===== src/hw/rtl/lud_pkg.sv =====
`default_nettype none

package lud_pkg;

  localparam int unsigned BYTE_W = 8;
  localparam int unsigned CP_W   = 21;
  localparam int unsigned CNT_W  = 2;

  // Each continuation byte carries six payload bits.
  localparam int unsigned CONT_BITS = 6;

  localparam logic [CP_W-1:0] REPLACEMENT = 21'h00FFFD;

  typedef logic [BYTE_W-1:0] byte_t;
  typedef logic [CP_W-1:0]   cp_t;
  typedef logic [CNT_W-1:0]  cnt_t;

  // Follow-byte counts loaded by the three multi-byte lead forms.
  localparam cnt_t FOLLOW_ONE   = 2'd1;
  localparam cnt_t FOLLOW_TWO   = 2'd2;
  localparam cnt_t FOLLOW_THREE = 2'd3;
  localparam cnt_t FOLLOW_NONE  = 2'd0;

endpackage

`default_nettype wire


===== src/hw/rtl/lud_byte_if.sv =====
`default_nettype none

interface lud_byte_if;

  logic           valid;
  logic           ready;
  lud_pkg::byte_t in_byte;
  logic           string_end;

  modport source (output valid, output in_byte, output string_end, input ready);
  modport sink   (input valid, input in_byte, input string_end, output ready);

endinterface

`default_nettype wire


===== src/hw/rtl/lud_cp_if.sv =====
`default_nettype none

interface lud_cp_if;

  logic         valid;
  logic         ready;
  lud_pkg::cp_t code_point;
  logic         last_point;

  modport source (output valid, output code_point, output last_point, input ready);
  modport sink   (input valid, input code_point, input last_point, output ready);

endinterface

`default_nettype wire


===== src/hw/rtl/lenient_utf8_decoder.sv =====
`default_nettype none

// Lenient UTF-8 decoder: takes one byte per beat on the stream channel and
// returns decoded code points on the points channel. A byte can be accepted
// in every cycle; each accepted byte gives its result, if any, in the next
// cycle, through the single output register. Stalls on the points side hold
// the input only when that register is full and not being drained. Lead
// bytes 0x80-0xBF and 0xF8-0xFF give U+FFFD, continuation bytes are taken
// without any check (a lead pattern in a continuation slot is just six more
// payload bits), and overlong forms, surrogates and values above U+10FFFF
// pass through unchanged. A byte flagged string_end always gives exactly
// one code point with last_point set; if a sequence is still open at that
// byte, the partial value built so far is returned.
module lenient_utf8_decoder (
  input  wire          clk,
  input  wire          rst,
  lud_byte_if.sink     stream,
  lud_cp_if.source     points
);

  // Classification of a byte seen in lead position.
  typedef enum logic [2:0] {
    LEAD_ASCII,
    LEAD_TWO,
    LEAD_THREE,
    LEAD_FOUR,
    LEAD_BAD
  } lead_t;

  // Decoder state: partial code point and the continuation bytes still due.
  lud_pkg::cp_t  accumulator;
  lud_pkg::cnt_t bytes_remaining;

  lud_pkg::cp_t  accumulator_next;
  lud_pkg::cnt_t bytes_remaining_next;

  // Output register.
  logic          out_valid;
  lud_pkg::cp_t  out_point;
  logic          out_last;

  logic          emit;
  lud_pkg::cp_t  point_next;
  logic          last_next;

  lead_t         lead;
  lud_pkg::cp_t  shifted;
  logic          accept;

  // The output register frees up either when it is empty or when its beat
  // is taken in this same cycle, so back-to-back bytes never bubble.
  assign stream.ready = !out_valid || points.ready;
  assign accept       = stream.valid && stream.ready;

  assign points.valid      = out_valid;
  assign points.code_point = out_point;
  assign points.last_point = out_last;

  always_comb begin
    if (stream.in_byte inside {[8'h00:8'h7F]}) begin
      lead = LEAD_ASCII;
    end else if (stream.in_byte inside {[8'hC0:8'hDF]}) begin
      lead = LEAD_TWO;
    end else if (stream.in_byte inside {[8'hE0:8'hEF]}) begin
      lead = LEAD_THREE;
    end else if (stream.in_byte inside {[8'hF0:8'hF7]}) begin
      lead = LEAD_FOUR;
    end else begin
      lead = LEAD_BAD;
    end
  end

  // A continuation byte shifts its low six bits in; the top bits fall off
  // the 21-bit accumulator.
  assign shifted = {accumulator[lud_pkg::CP_W-lud_pkg::CONT_BITS-1:0],
                    stream.in_byte[lud_pkg::CONT_BITS-1:0]};

  always_comb begin
    accumulator_next     = accumulator;
    bytes_remaining_next = bytes_remaining;
    emit                 = 1'b0;
    point_next           = accumulator;
    last_next            = stream.string_end;

    if (bytes_remaining == lud_pkg::FOLLOW_NONE) begin
      case (lead)
        LEAD_ASCII: begin
          emit       = 1'b1;
          point_next = {{(lud_pkg::CP_W-lud_pkg::BYTE_W){1'b0}}, stream.in_byte};
        end
        LEAD_TWO: begin
          accumulator_next     = {16'b0, stream.in_byte[4:0]};
          bytes_remaining_next = lud_pkg::FOLLOW_ONE;
        end
        LEAD_THREE: begin
          accumulator_next     = {17'b0, stream.in_byte[3:0]};
          bytes_remaining_next = lud_pkg::FOLLOW_TWO;
        end
        LEAD_FOUR: begin
          accumulator_next     = {18'b0, stream.in_byte[2:0]};
          bytes_remaining_next = lud_pkg::FOLLOW_THREE;
        end
        default: begin
          emit       = 1'b1;
          point_next = lud_pkg::REPLACEMENT;
        end
      endcase
    end else begin
      accumulator_next     = shifted;
      bytes_remaining_next = bytes_remaining - 2'd1;
      if (bytes_remaining == lud_pkg::FOLLOW_ONE) begin
        emit       = 1'b1;
        point_next = shifted;
      end
    end

    // A string that ends inside a sequence returns what has been gathered
    // so far and drops the rest of the sequence.
    if (!emit && stream.string_end) begin
      emit                 = 1'b1;
      point_next           = accumulator_next;
      last_next            = 1'b1;
      bytes_remaining_next = lud_pkg::FOLLOW_NONE;
    end
  end

  always_ff @(posedge clk) begin
    if (rst) begin
      accumulator     <= '0;
      bytes_remaining <= lud_pkg::FOLLOW_NONE;
    end else if (accept) begin
      accumulator     <= accumulator_next;
      bytes_remaining <= bytes_remaining_next;
    end
  end

  always_ff @(posedge clk) begin
    if (rst) begin
      out_valid <= 1'b0;
    end else if (accept) begin
      out_valid <= emit;
    end else if (points.ready) begin
      out_valid <= 1'b0;
    end
  end

  always_ff @(posedge clk) begin
    if (accept && emit) begin
      out_point <= point_next;
      out_last  <= last_next;
    end
  end

  // The last byte of a string always produces a flagged code point.
  a_end_emits: assert property (@(posedge clk) disable iff (rst)
    accept && stream.string_end |=> points.valid && points.last_point)
    else $error("string end produced no last code point");

  // No sequence stays open across a string boundary.
  a_end_clears: assert property (@(posedge clk) disable iff (rst)
    accept && stream.string_end |=> bytes_remaining == lud_pkg::FOLLOW_NONE)
    else $error("sequence left open after string end");

  // An ASCII byte in lead position comes out as itself.
  a_ascii_pass: assert property (@(posedge clk) disable iff (rst)
    accept && bytes_remaining == lud_pkg::FOLLOW_NONE && !stream.in_byte[7]
    |=> points.valid
        && points.code_point[lud_pkg::BYTE_W-1:0] == $past(stream.in_byte)
        && points.code_point[lud_pkg::CP_W-1:lud_pkg::BYTE_W] == '0)
    else $error("ASCII byte not passed through");

  // A byte in the middle of a sequence that does not end the string gives
  // no code point.
  a_mid_silent: assert property (@(posedge clk) disable iff (rst)
    accept && !stream.string_end && bytes_remaining != lud_pkg::FOLLOW_NONE
      && bytes_remaining != lud_pkg::FOLLOW_ONE
    |=> !points.valid)
    else $error("code point emitted inside a sequence");

endmodule

`default_nettype wire


===== src/flat_wrapper.sv =====
// flat-port wrapper written by rule: the top's interface ports become plain ports
module lenient_utf8_decoder_flat 
  (clk, rst, stream_valid, stream_in_byte, stream_string_end, stream_ready, points_valid, points_code_point, points_last_point, points_ready);
  lud_byte_if stream_i ();
  lud_cp_if points_i ();
  input  wire clk;
  input  wire rst;
  input wire logic [$bits(stream_i.valid)-1:0] stream_valid;
  input wire logic [$bits(stream_i.in_byte)-1:0] stream_in_byte;
  input wire logic [$bits(stream_i.string_end)-1:0] stream_string_end;
  output wire logic [$bits(stream_i.ready)-1:0] stream_ready;
  output wire logic [$bits(points_i.valid)-1:0] points_valid;
  output wire logic [$bits(points_i.code_point)-1:0] points_code_point;
  output wire logic [$bits(points_i.last_point)-1:0] points_last_point;
  input wire logic [$bits(points_i.ready)-1:0] points_ready;
  assign stream_i.valid = stream_valid;
  assign stream_i.in_byte = stream_in_byte;
  assign stream_i.string_end = stream_string_end;
  assign stream_ready = stream_i.ready;
  assign points_valid = points_i.valid;
  assign points_code_point = points_i.code_point;
  assign points_last_point = points_i.last_point;
  assign points_i.ready = points_ready;
  lenient_utf8_decoder u_core (.clk(clk), .rst(rst), .stream(stream_i), .points(points_i));
endmodule

===== config.mk =====
export PLATFORM = sky130hd
export DESIGN_NAME = lenient_utf8_decoder_flat
export DESIGN_NICKNAME = d
export VERILOG_FILES = /design/src/hw/rtl/lud_pkg.sv /design/src/hw/rtl/lud_byte_if.sv /design/src/hw/rtl/lud_cp_if.sv /design/src/hw/rtl/lenient_utf8_decoder.sv /design/src/flat_wrapper.sv
export SDC_FILE = /design/constraint.sdc
export NUM_CORES = 1
export LEC_CHECK = 0
export ABC_AREA = 0
export BUFFER_PORTS_ARGS = -buffer_cell sky130_fd_sc_hd__buf_2
export CAP_MARGIN = 30
export CORE_MARGIN = 5
export CORE_UTILIZATION = 40
export DETAILED_ROUTE_END_ITERATION = 8
export PLACE_DENSITY = 0.66
export SYNTH_ARGS = -nofsm -noshare
export SYNTH_HDL_FRONTEND = slang
export SYNTH_SLANG_ARGS = --single-unit

===== constraint.sdc =====
create_clock -name clk -period 2.3 [get_ports clk]
set_input_delay 0.345 -clock clk [delete_from_list [all_inputs] [get_ports clk]]
set_output_delay 0.345 -clock clk [all_outputs]
set_load 0.01 [all_outputs]

After elaboration in Yosys (flattened, before gate mapping)

Cells that the tools add are included.

Magnitude comparators: 8
Reductions and logical operators: 15
Add/sub/neg operators: 1
Multipliers: 0
Multiplexer cells: 19
Div/mod/pow operators: 0
Eq/ne operators: 5
Shift operators: 0
Bitwise operators: 0

Operators by type and width:

| kind                | number |
|---|---|
| $mux 21             | 4 |
| $pmux 21 s3         | 1 |
| $pmux 21 s2         | 1 |
| $ge 8x8->1 const B  | 3 |
| $le 8x8->1 const B  | 3 |
| $mux 3              | 4 |
| $ge 8x1->1 const B  | 1 |
| $le 8x7->1 const B  | 1 |
| $logic_and 1x1->1   | 7 |
| $eq 3x2->1 const B  | 2 |
| $mux 1              | 6 |
| $pmux 2 s3          | 1 |
| $ne 5x5->1 const B  | 1 |
| $mux 2              | 2 |
| $eq 3x1->1 const B  | 1 |
| $logic_not 3->1     | 1 |
| $reduce_or 3->1     | 1 |
| $eq 2x1->1 const B  | 1 |
| $logic_not 1->1     | 2 |
| $logic_not 2->1     | 1 |
| $reduce_and 2->1    | 1 |
| $reduce_bool 2->1   | 1 |
| $sub 2x1->2 const B | 1 |
| $logic_or 1x1->1    | 1 |

Input port bits: 13
Bits in registers: 46
Memories: 0
Logic and storage cells: 53
Bits in latches: 0
ROM bits: 0
Bits in writable memories: 0
Output and inout bits: 24

Depth between registers and ports, before layout

Gate-level depths: netlist of the first run.

Depth in word-level cells: 14
Mapped depth: 6
Gate-level depth less buffers: 4

Worst setup path after synthesis of the first run

No wires, ideal clock.

Path type: register -> register
Start point: register u_core.bytes_remaining[1]
End point: register u_core.out_point[0] (netlist: u_core.points.code_point[0]), enable pin
Setup slack: -143 ps
Arrival time: 2034 ps
Buffers on the path: 2
Cell stages (with the launch flop): 6
Data required time: 1892 ps
Cells stage by stage: dfxtp_1 -> buf_2 -> inv_1 -> o31ai_4 -> buf_6 -> a21oi_1

Word-level cells in the longest chain between the ends: 7
Elaborated cells on any way between the ends: 8

RTL lines:

| what                     | RTL line                    | RTL |
|---|---|---|
| start: declaration       | lenient_utf8_decoder.sv:32  | `lud_pkg::cnt_t bytes_remaining;` |
| start signal: assignment | lenient_utf8_decoder.sv:130 | `bytes_remaining <= lud_pkg::FOLLOW_NONE;` |
| start signal: assignment | lenient_utf8_decoder.sv:133 | `bytes_remaining <= bytes_remaining_next;` |
| $eq 2x1->1               | lenient_utf8_decoder.sv:111 | `if (bytes_remaining == lud_pkg::FOLLOW_ONE) begin` |
| $mux 1                   | lenient_utf8_decoder.sv:111 |  |
| $mux 1 *                 | lenient_utf8_decoder.sv:85  | `if (bytes_remaining == lud_pkg::FOLLOW_NONE) begin` |
| $logic_not 1->1          | lenient_utf8_decoder.sv:119 | `if (!emit && stream.string_end) begin` |
| $logic_and 1x1->1        | lenient_utf8_decoder.sv:119 |  |
| $mux 1 *                 | lenient_utf8_decoder.sv:119 |  |
| $logic_and 1x1->1 *      | lenient_utf8_decoder.sv:148 | `if (accept && emit) begin` |
| end signal: assignment   | lenient_utf8_decoder.sv:149 | `out_point <= point_next;` |
| end: declaration         | lenient_utf8_decoder.sv:39  | `lud_pkg::cp_t out_point;` |

Every way passes the cells marked *; elsewhere a longest branch is shown, timed or not.
A chain may end at the register's enable or synchronous reset.

Final worst setup path of the first run

Start point: register u_core.bytes_remaining[1]
End point: register u_core.out_point[14] (netlist: u_core.points.code_point[14]) (data pin)

Word-level cells in the longest chain between the ends: 6
Elaborated cells on any way between the ends: 10

RTL lines:

| what                      | RTL line                    | RTL |
|---|---|---|
| $eq 2x1->1                | lenient_utf8_decoder.sv:111 |  |
| $mux 1                    | lenient_utf8_decoder.sv:111 |  |
| $mux 1                    | lenient_utf8_decoder.sv:85  |  |
| $logic_not 1->1           | lenient_utf8_decoder.sv:119 |  |
| $logic_and 1x1->1         | lenient_utf8_decoder.sv:119 |  |
| $mux 21 *                 | lenient_utf8_decoder.sv:119 |  |
| via u_core.point_next[14] | lenient_utf8_decoder.sv:43  | `lud_pkg::cp_t point_next;` |

The timed path passes the listed nets; every way through them passes the cells marked *.

==> results of run 1 <==
cells by family after synthesis:
group / count (synthesis) / share of synthesized area
flops: 46 / 0.500
buf+inv: 23 / 0.0455
compound gates: 106 / 0.325
mux: 3 / 0.0132
simple gates: 51 / 0.116
state kept, by name, summed over array words and instances, names as in the netlist:
signal and cells:
u_core.accumulator 21, u_core.points.valid 1, u_core.points.last_point 1, u_core.points.code_point 21
u_core.bytes_remaining 2
worst reg2reg max path, cell delays in order, from the launching register on:
cell and delay [ps]:
sky130_fd_sc_hd__dfxtp_1 620, sky130_fd_sc_hd__buf_4 240, sky130_fd_sc_hd__a21oi_1 60, sky130_fd_sc_hd__o22ai_2 350
sky130_fd_sc_hd__a22oi_1 200
metal layers:
metal | wire, microns | part of all wire | global-route usage
met2 | 2490 | 0.44 | 0.223
met3 | 314 | 0.055 | 0.0231
met5 | 0 | 0 | 0
met4 | 99 | 0.017 | 0.0734
met1 | 2750 | 0.49 | 0.246
worst paths after layout:
kind	slack, ps	cells after the start	start	endpoint
hold reg to reg	480	1	u_core.accumulator[16]$_SDFFE_PP0P_	u_core.accumulator[16]$_SDFFE_PP0P_
hold / removal	330	3	stream_valid	u_core.points.valid$_SDFFE_PP0P_
setup / recovery	560	4	u_core.bytes_remaining[1]$_SDFFE_PP0P_	u_core.points.code_point[14]$_DFFE_PP_
setup reg to reg	560	4	u_core.bytes_remaining[1]$_SDFFE_PP0P_	u_core.points.code_point[14]$_DFFE_PP_
area by class of cell:
class                   count  share of cell area
well taps                  72              0.0343
repair buffers             45              0.0942
clock buffers               5              0.0262
inverters                   5             0.00714
multi-input cells         160               0.395
flip-flops and latches     46               0.434
clock inverters             3             0.00904
report_power, final:
group | total [W] | internal [W] | switching, W
combinational | 0.000238 | 0.0000870 | 0.000151
sequential | 0.000916 | 0.000901 | 0.0000149
clock | 0.000504 | 0.000217 | 0.000287
cell usage after synthesis, types with 2 or more instances:
cell type                  count
sky130_fd_sc_hd__and2_1        2
sky130_fd_sc_hd__o211ai_1      3
sky130_fd_sc_hd__o21bai_1      2
sky130_fd_sc_hd__o22ai_1       3
sky130_fd_sc_hd__nor2b_1       2
sky130_fd_sc_hd__buf_2         7
sky130_fd_sc_hd__inv_1         5
sky130_fd_sc_hd__edfxtp_1     22
sky130_fd_sc_hd__a21oi_1      14
sky130_fd_sc_hd__mux2i_1       3
sky130_fd_sc_hd__clkbuf_1      6
sky130_fd_sc_hd__nor2_1        5
sky130_fd_sc_hd__a22o_1       16
sky130_fd_sc_hd__a211oi_1      2
sky130_fd_sc_hd__nand2b_1      3
sky130_fd_sc_hd__dfxtp_1      24
sky130_fd_sc_hd__nand4b_1      2
sky130_fd_sc_hd__o221ai_1      2
sky130_fd_sc_hd__nand3_1      12
sky130_fd_sc_hd__buf_1         3
sky130_fd_sc_hd__o21ai_0      27
sky130_fd_sc_hd__o32ai_1       3
sky130_fd_sc_hd__a22oi_1      24
sky130_fd_sc_hd__nand2_1      16
sky130_fd_sc_hd__or2b_1        2
through the flow:
step,setup WS [ps],hold WS [ps]
2_1_floorplan,350,444
3_3_place_gp,464,456
3_5_place_dp,437,462
4_1_cts,571,320
5_1_grt,419,349
6_report,559,327
==> Implementation_results.wiki, run 1 <==
{| class="wikitable"
! Metric !! Value
|-
| Fraction of registers with async set or reset after synthesis || 0
|-
| Half-perimeter wire length after placement || 3.85 mm
|-
| Total Nets Final || 276
|-
| Number of enable-type register cells in the synthesized netlist || 22
|-
| Cell family with most CP delay || flip-flops
|-
| Initial detailed-routing violation count || 264
|-
| CTS clock-pin slew for the worst setup and hold paths || 90 ps
|-
| Post-Route Skew || 7.36 ps
|-
| Worst-case vdd ir drop || around 320 uV
|-
| Cell type contributing the most total cell area after synthesis || sky130_fd_sc_hd__edfxtp_1
|-
| Number of antenna violations at the first check in global routing || 0
|-
| Post-CTS Resized || 0
|-
| Setup Viol. Count Final || 0
|-
| Number of non-filler instances in the completed layout || 336
|-
| Number of top-level pins || 37
|-
| Starting Density || 0.412
|-
| Floorplan Core Area || 5540 sq um
|-
| Total Power Consumption || 0.00166 W
|-
| Number of H-tree branching levels || 2
|-
| Shortest clock period the worst path allows after layout || 1740 ps
|-
| Fraction of synthesized cell area taken by the top area cell type || 0.290
|-
| Drt wl/cell || 16.8 microns
|-
| Routability-driven placement congestion ratio || 0.852
|-
| Number of distinct library cells after synthesis || between 40 and 50
|-
| Sequential cell area fraction in the yosys report || 0.500
|-
| Maximum number of pins on one net before global-route repair || 23
|-
| Post-Route WL || 5.66 mm
|-
| Num rows || 27
|-
| Design Area, Final || 2630 sq um
|-
| Commonest cells after routing, fill and taps aside || sky130_fd_sc_hd__buf_2, sky130_fd_sc_hd__o21ai_0, sky130_fd_sc_hd__a22oi_1, sky130_fd_sc_hd__dfxtp_1, sky130_fd_sc_hd__edfxtp_1
|-
| Fill count || between 500 and 600
|-
| Number of detailed-route iterations in the first pass || 4
|-
| Critical path data arrival time || 1770 ps
|-
| Required time of the critical path || 2330 ps
|-
| Setup repair after global routing missed its margin || false
|-
| Stage delay of the slowest cell on the critical path || 620 ps
|-
| Proportion of layout cells with a drive suffix above 1 || 0.235
|-
| Flip-flop and latch count after synthesis || 46
|-
| Syn_nets || 242
|-
| Combined global-route utilization of all metal layers || 0.162
|-
| Overflow left after global routing || 0
|-
| Number of design rule violations left after detail routing || 0
|-
| Detail-routed via count per cell || ~6
|-
| Gate count after technology mapping || 229
|-
| Top cells by area in the synthesized netlist || sky130_fd_sc_hd__edfxtp_1, sky130_fd_sc_hd__dfxtp_1, sky130_fd_sc_hd__a22oi_1
|-
| Die area || ~7300 sq um
|-
| TritonCTS Buffers || 5
|-
| Hold Crit Class || in2reg
|-
| Crit. End Element || flop
|-
| Growth of design area from synthesis to finish || 15.3%
|-
| Average footprint of a synthesized cell || between 9 and 10 sq um
|-
| Critical-path cell with the highest stage delay || sky130_fd_sc_hd__dfxtp_1
|-
| Clock latency on the worst-skew pair || 310 ps
|-
| Total via count in the routed design || 1972
|-
| Core occupancy in the finished layout || 0.475
|-
| Sinks on the clock net || 46
|-
| Max-slew violations || 0
|-
| Clock tree from TritonCTS || done
|-
| Total power density per cell area || 630 nW/um^2
|-
| Most common cell after layout, fill and taps aside || sky130_fd_sc_hd__buf_2
|-
| Final sum of negative setup slack || 0 ps
|-
| Worst slew pin tran || between 400 and 500 ps
|-
| Buffers added on ports || 36
|-
| Worst Setup Start Kind || flop
|-
| Multi-input gate area || between 1000 and 1500 sq um
|-
| Max-slew headroom at the worst pin || 0.684
|-
| Critical-path maximum fanout || 13
|-
| Number of cells after detailed placement || roughly 330
|-
| Post-place instance area || about 2500 sq um
|-
| Post-route ant nets || 0
|-
| Wire length of the first global-routing pass || 9.49 mm
|-
| FF+latch area || ~1100 sq um
|-
| Post-cts hold buffer count || 0
|-
| CP Cell Sequence || buf_4 -> a21oi_1 -> o22ai_2 -> a22oi_1
|-
| Number of antenna diodes || 0
|-
| Number of hold violations in the final report || 0
|-
| Number of buffer and inverter instances along the worst setup path || 1
|-
| Top flip-flop cell by instance count after synthesis || sky130_fd_sc_hd__dfxtp_1
|-
| Post CTS Setup Buffer Count || 0
|-
| Maximum buffer depth of the clock tree || 2
|-
| Vias in the first global route || roughly 1800
|-
| Result of the run || completed
|-
| LEAKAGE || 0.990 nW
|-
| Number of max-cap violations || 0
|-
| Final critical-path share of the clock period || 0.757
|-
| Width of the chip || 85.5 microns
|-
| Synthesized area || 2280 sq um
|-
| Achievable clock frequency || 0.574 GHz
|-
| Height of the die || approximately 86 microns
|-
| Root buffer selected by CTS || sky130_fd_sc_hd__clkbuf_8
|-
| Warnings from Yosys || 0
|-
| Critical path class || reg2reg
|}
Power figures use the tool's default switching activity.
==> inputs of run 2 (changes only) <==
==> constraint.sdc (replaced) <==
create_clock -name clk -period 1.6 [get_ports clk]
set_input_delay 0.24 -clock clk [delete_from_list [all_inputs] [get_ports clk]]
set_output_delay 0.24 -clock clk [all_outputs]
set_load 0.01 [all_outputs]
==> run 2 against run 1 <==
Effect of this change:
- critical path type unchanged
- first-iteration DRC count down 3.4%
- sequential share of layout area down 2.4 points
- maximum frequency up 11%
- critical path depth unchanged
==> Implementation_results.wiki, run 2 (synthesis results as in run 1) <==
{| class="wikitable"
! Metric !! Value
|-
| Depth of the worst hold-timing path || 3
|-
| Floorplan Core Area || between 5000 and 6000 sq um
|-
| Achievable clock frequency || about 0.64 GHz
|-
| Root buffer selected by CTS || sky130_fd_sc_hd__clkbuf_8
|-
| Initial detailed-routing violation count || 255
|-
| Worst Setup Start Kind || flop
|-
| Commonest cells after routing, fill and taps aside || sky130_fd_sc_hd__buf_2, sky130_fd_sc_hd__buf_4, sky130_fd_sc_hd__o21ai_0
|-
| Comb power frac || 0.160
|-
| Routability-driven placement congestion ratio || 0.920
|-
| R2R cell count || 4
|-
| Worst slew pin tran || 734 ps
|-
| Buffers added on ports || 36
|-
| Post-Route Skew || 6.15 ps
|-
| Number of antenna diodes || 0
|-
| Clk pwr share || 0.295
|-
| Internal power component || about 0.0018 W
|-
| Maximum number of pins on one net before global-route repair || 23
|-
| Height of the die || 85.5 microns
|-
| Die area || 7310 sq um
|-
| Switching share of total power || 0.273
|-
| Num rows || 27
|-
| Number of max-cap violations || 0
|-
| CTS clock-pin slew for the worst setup and hold paths || 90 ps
|-
| Starting Density || 0.412
|-
| Critical path data arrival time || between 1500 and 2000 ps
|-
| Number of design rule violations left after detail routing || 0
|-
| Post-Route WL || around 6.1 mm
|-
| Post-cts hold buffer count || 0
|-
| Critical-path maximum fanout || 17
|-
| Setup repair after global routing missed its margin || true
|-
| Setup slack of the worst register-to-register path || 30 ps
|-
| Overflow left after global routing || 0
|-
| Number of detailed-route iterations in the first pass || 4
|-
| LEAKAGE || roughly 1.1 nW
|-
| Net Switching || between 0.0006 and 0.0007 W
|-
| Crit. End Element || flop
|-
| Critical path class || reg2reg
|-
| Setup Viol. Count Final || 0
|-
| Design Area, Final || approximately 2800 sq um
|-
| Result of the run || completed
|-
| Width of the chip || 85.5 microns
|-
| Detail-routed via count per cell || 5.83
|-
| Post CTS Setup Buffer Count || 0
|-
| Worst-case vdd ir drop || around 380 uV
|-
| Growth of design area from synthesis to finish || 23.1%
|-
| Drt wl/cell || 17.2 microns
|-
| Combined global-route utilization of all metal layers || 0.172
|-
| Wire length of the first global-routing pass || 10.2 mm
|-
| TritonCTS Buffers || 5
|-
| Shortest clock period the worst path allows after layout || 1570 ps
|-
| Half-perimeter wire length after placement || 4.19 mm
|-
| Proportion of layout cells with a drive suffix above 1 || 0.311
|-
| Max-slew violations || 0
|-
| Number of hold violations in the final report || 0
|-
| Vias in the first global route || 1947
|-
| Final critical-path share of the clock period || 0.981
|-
| Maximum buffer depth of the clock tree || 2
|-
| Required time of the critical path || 1720 ps
|-
| Number of H-tree branching levels || 2
|-
| Most common cell after layout, fill and taps aside || sky130_fd_sc_hd__buf_2
|-
| Total power density per cell area || about 860 nW/um^2
|-
| Post-place instance area || 2690 sq um
|-
| Hold Crit Class || in2reg
|-
| Total Nets Final || 295
|-
| Number of antenna violations at the first check in global routing || 0
|-
| Number of top-level pins || 37
|-
| Post-route ant nets || 0
|-
| Clock latency on the worst-skew pair || 300 ps
|-
| Number of cells after detailed placement || 347
|-
| Max-slew headroom at the worst pin || 0.509
|-
| Proportion of power drawn by flip-flops and latches || 0.545
|-
| Total via count in the routed design || 2069
|-
| Clock tree from TritonCTS || done
|-
| Number of non-filler instances in the completed layout || 355
|-
| Sinks on the clock net || 46
|}
[run 2: cell count changes in the layout (fill, tap and decap cells not counted), sizes merged]
cell / delta
clkinv: +2
inv: -1
buf: +19
clkinvlp: -1
[run 2: final timing paths]
path | from | endpoint
min | stream_in_byte[2] | u_core.accumulator[2]$_SDFFE_PP0P_
max | u_core.bytes_remaining[0]$_SDFFE_PP0P_ | u_core.points.code_point[14]$_DFFE_PP_
min reg2reg | u_core.accumulator[20]$_SDFFE_PP0P_ | u_core.accumulator[20]$_SDFFE_PP0P_
max reg2reg | u_core.bytes_remaining[0]$_SDFFE_PP0P_ | u_core.points.code_point[14]$_DFFE_PP_
[run 2: area by class of cell]
class | instances | area (sq um)
Clock buffer | 5 | 68.8
Clock inverter | 3 | 21.3
Fill cell | 548 | 2730
Inverter | 5 | 21.3
Multi-Input combinational cell | 160 | 1070
Sequential cell | 46 | 1150
Tap cell | 72 | 90.1
Timing Repair Buffer | 64 | 390
[run 2: what timing repair did]
| item | 4_1_cts | 5_1_grt |
|---|---|---|
| pin swaps | 0 | 1 |
| setup endpoints to repair | 43 | 29 |
| endpoints found under the hold margin | 0 | 0 |
| gates resized for setup | 4 | 5 |
[run 2: worst max-delay path, stage by stage, from the launching register on]
cell                      delay (ps)
sky130_fd_sc_hd__dfxtp_4         390
sky130_fd_sc_hd__o31ai_4         350
sky130_fd_sc_hd__buf_4           290
sky130_fd_sc_hd__a22oi_1         120
sky130_fd_sc_hd__a22oi_1         240
[run 2: layer usage]
metal | GRT usage | wire length, microns | vias to the layer above
li1 | - | - | 998
met1 | 0.266 | 2780 | 983
met2 | 0.246 | 2740 | 79
met3 | 0.0231 | 488 | 9
met4 | 0.0532 | 106 | 0
met5 | 0 | 0 | -
[run 2: per-stage QoR]
stage               hold WS, ps  setup TNS (ps)  total power (W)   util  setup WS (ps)
finish                      222               0          0.00242  0.507           30.9
CTS                         218               0          0.00242  0.504           14.4
global route                233            -275          0.00251  0.507          -23.5
detailed placement          466           -2990          0.00172  0.486           -109
floorplan                   388               0          0.00156      -           4.14
global placement            458           -2490          0.00172  0.486          -96.0
[run 2: power groups by stage]
stage | logic [W] | registers (W) | clock network (W)
6_report | 0.000386 | 0.00132 | 0.000713
5_1_grt | 0.000421 | 0.00132 | 0.000766
4_1_cts | 0.000381 | 0.00132 | 0.000724
3_5_place_dp | 0.000377 | 0.00135 | 0
3_3_place_gp | 0.000373 | 0.00134 | 0
2_1_floorplan | 0.000195 | 0.00137 | 0
